==> config.mk <==
export PLATFORM = sky130hd
export DESIGN_NAME = tpc_minnaert
export DESIGN_NICKNAME = d
export VERILOG_FILES = /design/src/rtl/core/tpc_pkg.sv /design/src/rtl/core/tpc_minnaert.sv
export SDC_FILE = /design/constraint.sdc
export NUM_CORES = 2
export LEC_CHECK = 0
export BUFFER_PORTS_ARGS = -buffer_cell sky130_fd_sc_hd__buf_4
export CAP_MARGIN = 20
export CORE_MARGIN = 3
export CORE_UTILIZATION = 60
export DETAILED_ROUTE_END_ITERATION = 12
export GPL_TIMING_DRIVEN = 0
export HOLD_SLACK_MARGIN = 0.02
export MAX_ROUTING_LAYER = met4
export PLACE_DENSITY = 0.77
export REMOVE_ABC_BUFFERS = 1
export SYNTH_ARGS = -nofsm -noshare
export SYNTH_HDL_FRONTEND = slang
export SYNTH_SLANG_ARGS = --single-unit
==> constraint.sdc <==
create_clock -name clk -period 19.43 [get_ports clk]
set_input_delay 0.9715 -clock clk [delete_from_list [all_inputs] [get_ports clk]]
set_output_delay 0.9715 -clock clk [all_outputs]
set_load 0.005 [all_outputs]
==> src/rtl/core/tpc_pkg.sv <==
`timescale 1ns / 1ps

package tpc_pkg;

	localparam int LUT_BITS = 6;
	localparam int TAB_N = 1 << LUT_BITS;
	localparam int LOG_SH = 15 - LUT_BITS;
	localparam int EXP_SH = 16 - LUT_BITS;

	localparam int Q_BITS = 32;
	localparam int N_W = 58;
	localparam int D_W = 34;
	localparam int CMP_W = D_W + Q_BITS;

	localparam logic [1:0] MODE_CCORR = 2'd1;
	localparam logic [1:0] MODE_MINN = 2'd2;

	localparam logic [1:0] ST_OK = 2'd0;
	localparam logic [1:0] ST_INVALID = 2'd1;
	localparam logic [1:0] ST_SHADOW = 2'd2;
	localparam logic [1:0] ST_SAT = 2'd3;

	typedef enum logic [1:0] {
		REG_MODE = 2'd0,
		REG_COS_ZENITH = 2'd1,
		REG_C_TERM = 2'd2,
		REG_MINNAERT_K = 2'd3
	} tpc_reg_e;

	typedef struct packed {
		logic [15:0] sample_value;
		logic sample_valid;
		logic signed [15:0] cos_illum;
	} tpc_in_t;

	typedef struct packed {
		logic signed [31:0] corrected;
		logic [1:0] status;
	} tpc_out_t;

	typedef struct packed {
		logic [15:0] v;
		logic [14:0] ci;
		logic [1:0] status;
		logic minn;
		logic neg;
	} tpc_side_t;

	typedef struct packed {
		logic [Q_BITS-1:0] q;
		logic ovf;
	} tpc_div_t;

	typedef struct packed {
		logic [30:0] val;
		logic sat;
	} tpc_mres_t;

	typedef logic [TAB_N:0][16:0] log_tab_t;
	typedef logic [TAB_N:0][17:0] exp_tab_t;

	function automatic logic [63:0] isqrt64(input logic [63:0] x_in);
		logic [63:0] x;
		logic [63:0] r;
		logic [63:0] b;
		x = x_in;
		r = '0;
		b = 64'd1 << 62;
		for (int i = 0; i < 32; i++) begin
			if (b > x) begin
				b = b >> 2;
			end
		end
		for (int i = 0; i < 32; i++) begin
			if (b != 64'd0) begin
				if (x >= r + b) begin
					x = x - (r + b);
					r = (r >> 1) + b;
				end else begin
					r = r >> 1;
				end
				b = b >> 2;
			end
		end
		return r;
	endfunction

	function automatic log_tab_t build_log_tab();
		log_tab_t t;
		logic [63:0] y;
		logic [17:0] r;
		for (int i = 0; i < TAB_N; i++) begin
			y = (64'd1 << 30) + (64'(i) << (30 - LUT_BITS));
			r = '0;
			for (int b = 0; b < 17; b++) begin
				y = (y * y) >> 30;
				if (y >= (64'd2 << 30)) begin
					y = y >> 1;
					r = r | (18'd1 << (16 - b));
				end
			end
			t[i] = 17'((r + 18'd1) >> 1);
		end
		t[TAB_N] = 17'd65536;
		return t;
	endfunction

	function automatic exp_tab_t build_exp_tab();
		exp_tab_t t;
		logic [63:0] roots [LUT_BITS+1];
		logic [63:0] p;
		roots[0] = 64'd2 << 30;
		for (int i = 1; i <= LUT_BITS; i++) begin
			roots[i] = isqrt64(roots[i-1] << 30);
		end
		for (int i = 0; i < TAB_N; i++) begin
			p = 64'd1 << 30;
			for (int b = 0; b < LUT_BITS; b++) begin
				if (((i >> b) & 1) != 0) begin
					p = (p * roots[LUT_BITS-b] + (64'd1 << 29)) >> 30;
				end
			end
			t[i] = 18'((p + (64'd1 << 13)) >> 14);
		end
		t[TAB_N] = 18'd131072;
		return t;
	endfunction

	localparam log_tab_t LOG_TAB = build_log_tab();
	localparam exp_tab_t EXP_TAB = build_exp_tab();

endpackage

==> src/rtl/core/tpc_minnaert.sv <==
`timescale 1ns / 1ps

module tpc_minnaert (
	input logic clk,
	input logic arst_n,
	input logic en,
	input logic [14:0] cos_zenith,
	input logic [15:0] minnaert_k,
	input logic in_vld,
	input tpc_pkg::tpc_side_t in_side,
	input tpc_pkg::tpc_div_t in_div,
	output logic out_vld,
	output tpc_pkg::tpc_side_t out_side,
	output tpc_pkg::tpc_div_t out_div,
	output tpc_pkg::tpc_mres_t out_mres
);

	localparam int LB = tpc_pkg::LUT_BITS;
	localparam int LSH = tpc_pkg::LOG_SH;
	localparam int ESH = tpc_pkg::EXP_SH;
	localparam int NS = 7;

	function automatic logic [3:0] msb_pos(input logic [14:0] x);
		logic [3:0] p;
		p = '0;
		for (int i = 0; i < 15; i++) begin
			if (x[i]) begin
				p = 4'(i);
			end
		end
		return p;
	endfunction

	function automatic logic [20:0] log_interp(input logic [3:0] e, input logic [LB-1:0] idx,
			input logic [LSH-1:0] fr);
		logic [LB:0] ix;
		logic [16:0] lo;
		logic [16:0] hi;
		logic [16:0] d;
		logic [31:0] prod;
		ix = {1'b0, idx};
		lo = tpc_pkg::LOG_TAB[ix];
		hi = tpc_pkg::LOG_TAB[ix + 1'b1];
		d = hi - lo;
		prod = 32'(d) * 32'(fr) + (32'd1 << (LSH - 1));
		return 21'({e, 16'b0}) + 21'(lo) + 21'(prod >> LSH);
	endfunction

	logic [NS:1] vld_s;
	tpc_pkg::tpc_side_t side_s [1:NS];
	tpc_pkg::tpc_div_t div_s [1:NS];

	logic [3:0] ez_s1, ei_s1;
	logic [LB-1:0] idxz_s1, idxi_s1;
	logic [LSH-1:0] frz_s1, fri_s1;
	logic [20:0] lz_s2, li_s2;
	logic [36:0] magk_s3;
	logic lneg_s3;
	logic signed [11:0] sh_s4;
	logic [LB-1:0] idxe_s4;
	logic [ESH-1:0] fre_s4;
	logic signed [11:0] sh_s5;
	logic [17:0] e2_s5;
	logic signed [11:0] sh_s6;
	logic [33:0] p_s6;
	tpc_pkg::tpc_mres_t mres_s7;

	logic [3:0] ez, ei;
	logic [15:0] nz, ni;
	logic signed [21:0] lr;
	logic [20:0] lmag;
	logic [25:0] tm;
	logic [26:0] tt;
	logic signed [11:0] sh;
	logic [LB:0] ixe;
	logic [17:0] elo, ehi, ed;
	logic [31:0] eprod;
	logic [17:0] e2;
	logic big;
	logic [49:0] r;
	logic [5:0] shr;
	logic [34:0] rnd;
	tpc_pkg::tpc_mres_t mres;

	always_comb begin
		ez = msb_pos(cos_zenith);
		ei = msb_pos(in_side.ci);
		nz = 16'({1'b0, cos_zenith} << (5'd15 - 5'(ez)));
		ni = 16'({1'b0, in_side.ci} << (5'd15 - 5'(ei)));
	end

	always_comb begin
		lr = $signed({1'b0, lz_s2}) - $signed({1'b0, li_s2});
		lmag = lr[21] ? 21'(-lr) : lr[20:0];
	end

	always_comb begin
		tm = 26'((magk_s3 + 37'd2048) >> 12);
		tt = lneg_s3 ? (27'd1 << 24) - 27'(tm) : (27'd1 << 24) + 27'(tm);
		sh = $signed({1'b0, tt[26:16]}) - 12'sd264;
	end

	always_comb begin
		ixe = {1'b0, idxe_s4};
		elo = tpc_pkg::EXP_TAB[ixe];
		ehi = tpc_pkg::EXP_TAB[ixe + 1'b1];
		ed = ehi - elo;
		eprod = 32'(ed) * 32'(fre_s4) + (32'd1 << (ESH - 1));
		e2 = elo + 18'(eprod >> ESH);
	end

	always_comb begin
		big = 1'b0;
		r = '0;
		shr = '0;
		rnd = '0;
		if (sh_s6 >= 12'sd16) begin
			big = 1'b1;
		end else if (sh_s6 >= 12'sd0) begin
			r = 50'(p_s6) << sh_s6[3:0];
		end else if (sh_s6 > -12'sd40) begin
			shr = 6'(-sh_s6);
			rnd = 35'(p_s6) + (35'd1 << (shr - 6'd1));
			r = 50'(rnd >> shr);
		end
		if (cos_zenith == 15'd0) begin
			big = 1'b0;
			r = (minnaert_k == 16'd0) ? (50'(side_s[6].v) << 8) : '0;
		end
		mres.sat = big || (r[49:31] != '0);
		mres.val = r[30:0];
	end

	always_ff @(posedge clk or negedge arst_n) begin
		if (!arst_n) begin
			vld_s <= '0;
		end else if (en) begin
			vld_s <= {vld_s[NS-1:1], in_vld};
		end
	end

	always_ff @(posedge clk) begin
		if (en) begin
			side_s[1] <= in_side;
			div_s[1] <= in_div;
			for (int j = 2; j <= NS; j++) begin
				side_s[j] <= side_s[j-1];
				div_s[j] <= div_s[j-1];
			end
			ez_s1 <= ez;
			ei_s1 <= ei;
			idxz_s1 <= nz[14:LSH];
			idxi_s1 <= ni[14:LSH];
			frz_s1 <= nz[LSH-1:0];
			fri_s1 <= ni[LSH-1:0];
			lz_s2 <= log_interp(ez_s1, idxz_s1, frz_s1);
			li_s2 <= log_interp(ei_s1, idxi_s1, fri_s1);
			magk_s3 <= 37'(lmag) * 37'(minnaert_k);
			lneg_s3 <= lr[21];
			sh_s4 <= sh;
			idxe_s4 <= tt[15:ESH];
			fre_s4 <= tt[ESH-1:0];
			sh_s5 <= sh_s4;
			e2_s5 <= e2;
			sh_s6 <= sh_s5;
			p_s6 <= 34'(side_s[5].v) * 34'(e2_s5);
			mres_s7 <= mres;
		end
	end

	assign out_vld = vld_s[NS];
	assign out_side = side_s[NS];
	assign out_div = div_s[NS];
	assign out_mres = mres_s7;

endmodule

==> flow_summary.ini <==
[cells_and_area]
layout-drive-gt1-share_pct = 6.84
area.growth.synth_to_final_pct = 7.65
final_nets = 10200
fillers = 10800

[cts]
cts_buffers = 83
postCtsHoldBufs = 0
cts-root-to-sink-buffers = 3
clkLatencyLatePin_ns = 0.71
clock-sinks = 774
clock_slew_at_reported_path_ffs_ns = 0.07
tritoncts = done
ctsHtreeMaxLevel = 3
cts.root.buffer_cell = sky130_fd_sc_hd__clkbuf_16
post-cts-setup-buffers = 0
postCtsResizedCells = 0

[detailed_routing]
routed-wl-met2_um = 109000
drcViolationCount = 0
dr_wl_met3_um = 16800
routed_wire_length_per_instance_um = 21.6
drt_wl_total_um = 225000
routed.top_layer = met4
drt_pass1_iterations = 7
detail_route.wirelength.met1_um = 89900
via_total_after_detailed_routing = 65400
vias_per_cell = 6.25
drt_first_iter_violations = 6346
detail-route-antenna-nets = 0

[critical_path]
timing.critical_path.from_type = flop
worstPathMaxFanout = 26
criticalPathCategory = flop to flop
worstPathArrival_ns = 15.54
critical_path.max_stage_delay_ns = 0.92
crit_start = idxz_s1[0]
critPathRequiredTime_ns = 19.88
worst_setup_path_end_kind = flop
r2r_start = idxz_s1[0]
worst_path_max_delay_cell = sky130_fd_sc_hd__ha_1

[floorplan]
core_sq_um = 136000
number_of_placement_rows = 135
design.die.area_sq_um = 142000
die_w_um = 377
design.portCount = 204
floorplan.initialDensity_pct = 60.7
fp.dieH_um = 377

[yosys]
dominantRegCellSynth = sky130_fd_sc_hd__edfxtp_1
yosys.area_share.simple_pct = 15.8
post_synth_instance_area_sq_um = 82700
ys.warnings.count = 0
syn-mean-instance-area_sq_um = 9.50
synthDominantCellAreaShare_pct = 26.1
async_flop_share_pct = 0.904
yosys.area_share.adder_pct = 30.2
post_synth_main_area_contributors = sky130_fd_sc_hd__edfxtp_1 26%, sky130_fd_sc_hd__fa_1 20%, sky130_fd_sc_hd__ha_1 10%
synth_top_cell_by_area = sky130_fd_sc_hd__edfxtp_1
top_cells_by_count_synth = 1,028 x sky130_fd_sc_hd__nand2_1, 995 x sky130_fd_sc_hd__inv_1, 831 x sky130_fd_sc_hd__fa_1
synth.yosys.seq_area_share_pct = 27.5
post_synth_edffs = 719
main_combinational_cell_family_by_area_after_synthesis = adder cells
synth.ff_latch_count = 774
syn_inst = 8704
synthXorXnorAreaFrac_pct = 3.36
synth_compound_area_share_pct = 13.9
synthMostInstantiatedCell = sky130_fd_sc_hd__nand2_1
synth_cell_type_count = 106
yosys-mux-area-fraction_pct = 2.40

[grt]
grt_pass1_vias = 65500
grt_overflow = 0
grt_start_max_net_pins = 129
grt_antenna_before_repair = 7
track_usage_pct = 32.7
grt_pass1_wl_um = 358000

[sta]
maxSlewViolCount = 0
final.min_clock_period_ns = 15.09
worst-slew-pin-transition_ns = 1.16
period_utilization_pct = 77.6
finClkSkew_ns = 0.0688
setup_viol = 0
maxSlewHeadroom_pct = 22.4
finalHoldViolations = 0
maxClockFrequency_mhz = 66.3
grt_setup_unrepaired = false
setup_total_negative_slack_ns = 0

[run_status]
status = completed

[placement]
buffer_ports.inserted = 203
place.gp.congestion = 0.996
detailedPlacementHpwl_um = 169000

[worst_hold_path]
holdCritPathClass = input port to asynchronous set/reset pin

[job]
max_cap_viol_count = 0
==> path summary, 6_finish.rpt <==
check	slack, ns	cells after the start	end
hold reg to reg	0.41	0	side_s[4][4]
hold / removal	0.08	1	vld_s[2]
setup / recovery	4.34	47	lz_s2[20]
setup reg to reg	4.34	47	lz_s2[20]
max in group asynchronous	19.23	1	vld_s[6]
min in group clk	0.41	0	side_s[4][4]
==> per-stage QoR <==
stage	area [sq um]	utilization (%)	setup slack (ns)	cells	hold WS, ns
6_report	89000	65.4	4.34	10500	0.0794
3_3_place_gp	84500	62.1	4.06	10200	0.400
2_1_floorplan	80700	-	7.21	8235	0.400
5_1_grt	89000	65.4	3.62	10500	0.0492
3_5_place_dp	86200	63.3	4.75	10300	0.405
4_1_cts	88900	65.3	4.69	10400	0.0375
==> per-layer routing <==
metal,vias up,track usage [%]
met5,-,-
met4,0,13.1
met3,612,4.48
met2,3018,52.9
met1,32100,41.8
li1,29600,-
==> state kept, by name, indices dropped and copies added, names as in the netlist, 7 cells and up, named ones only <==
register  count
side_s      245
div_s       231
p_s6         34
out_mres     32
magk_s3      26
li_s2        21
lz_s2        21
e2_s5        18
elo          16
sh_s4        12
sh_s5        12
sh_s6        12
fre_s4       10
fri_s1        9
frz_s1        9
vld_s         7
==> cell type report <==
cell class	instances	area, sq um	share of cell area (%)
clock inverters	51	589	0.662
diodes	5	12.5	0.0141
multi-input cells	6449	54600	61.3
clock buffers	101	2160	2.43
inverters	1012	3800	4.27
repair buffers	279	2890	3.25
flip-flops and latches	774	22700	25.5
well taps	1781	2230	2.50
==> cell usage in the layout, fill, tap and decap left out, drive strengths merged, types with 85 or more instances in the layout <==
| cell type | n |
|---|---|
| nand2 | 1028 |
| inv | 1006 |
| fa | 831 |
| edfxtp | 719 |
| ha | 665 |
| nor2 | 528 |
| and2 | 480 |
| a21oi | 399 |
| o21ai | 384 |
| buf | 278 |
| xnor2 | 216 |
| nor3 | 174 |
| a211oi | 146 |
| nand3 | 133 |
| clkbuf | 102 |
| xor2 | 100 |
| a21o | 94 |
| o211ai | 93 |
| nor2b | 92 |
| a31oi | 87 |
| mux2i | 85 |
==> cell families (layout without fill, tap and decap cells) <==
| family | count (synthesis) | count (layout) |
|---|---|---|
| simple gates | 2744 | 2744 |
| compound gates | 1735 | 1735 |
| fa+ha+maj | 1496 | 1496 |
| buf+inv | 1482 | 1443 |
| flops | 774 | 774 |
| xor+xnor | 316 | 316 |
| mux | 156 | 156 |
| other cells | 1 | 7 |
==> worst max-delay path, delay by kind of cell, from the launching register on <==
kind	cells	cell delay (ns)
xor gates and xnor gates	1	0.34
adders and majority gates	10	4.86
buffers and inverters	4	0.92
DFF	1	0.86
AOI/OAI and AO/OA	19	4.78
and+or+nand+nor	13	3.03
Power is not shown: default switching activity piles up to over one toggle a cycle in this logic, so the estimate is an artifact.
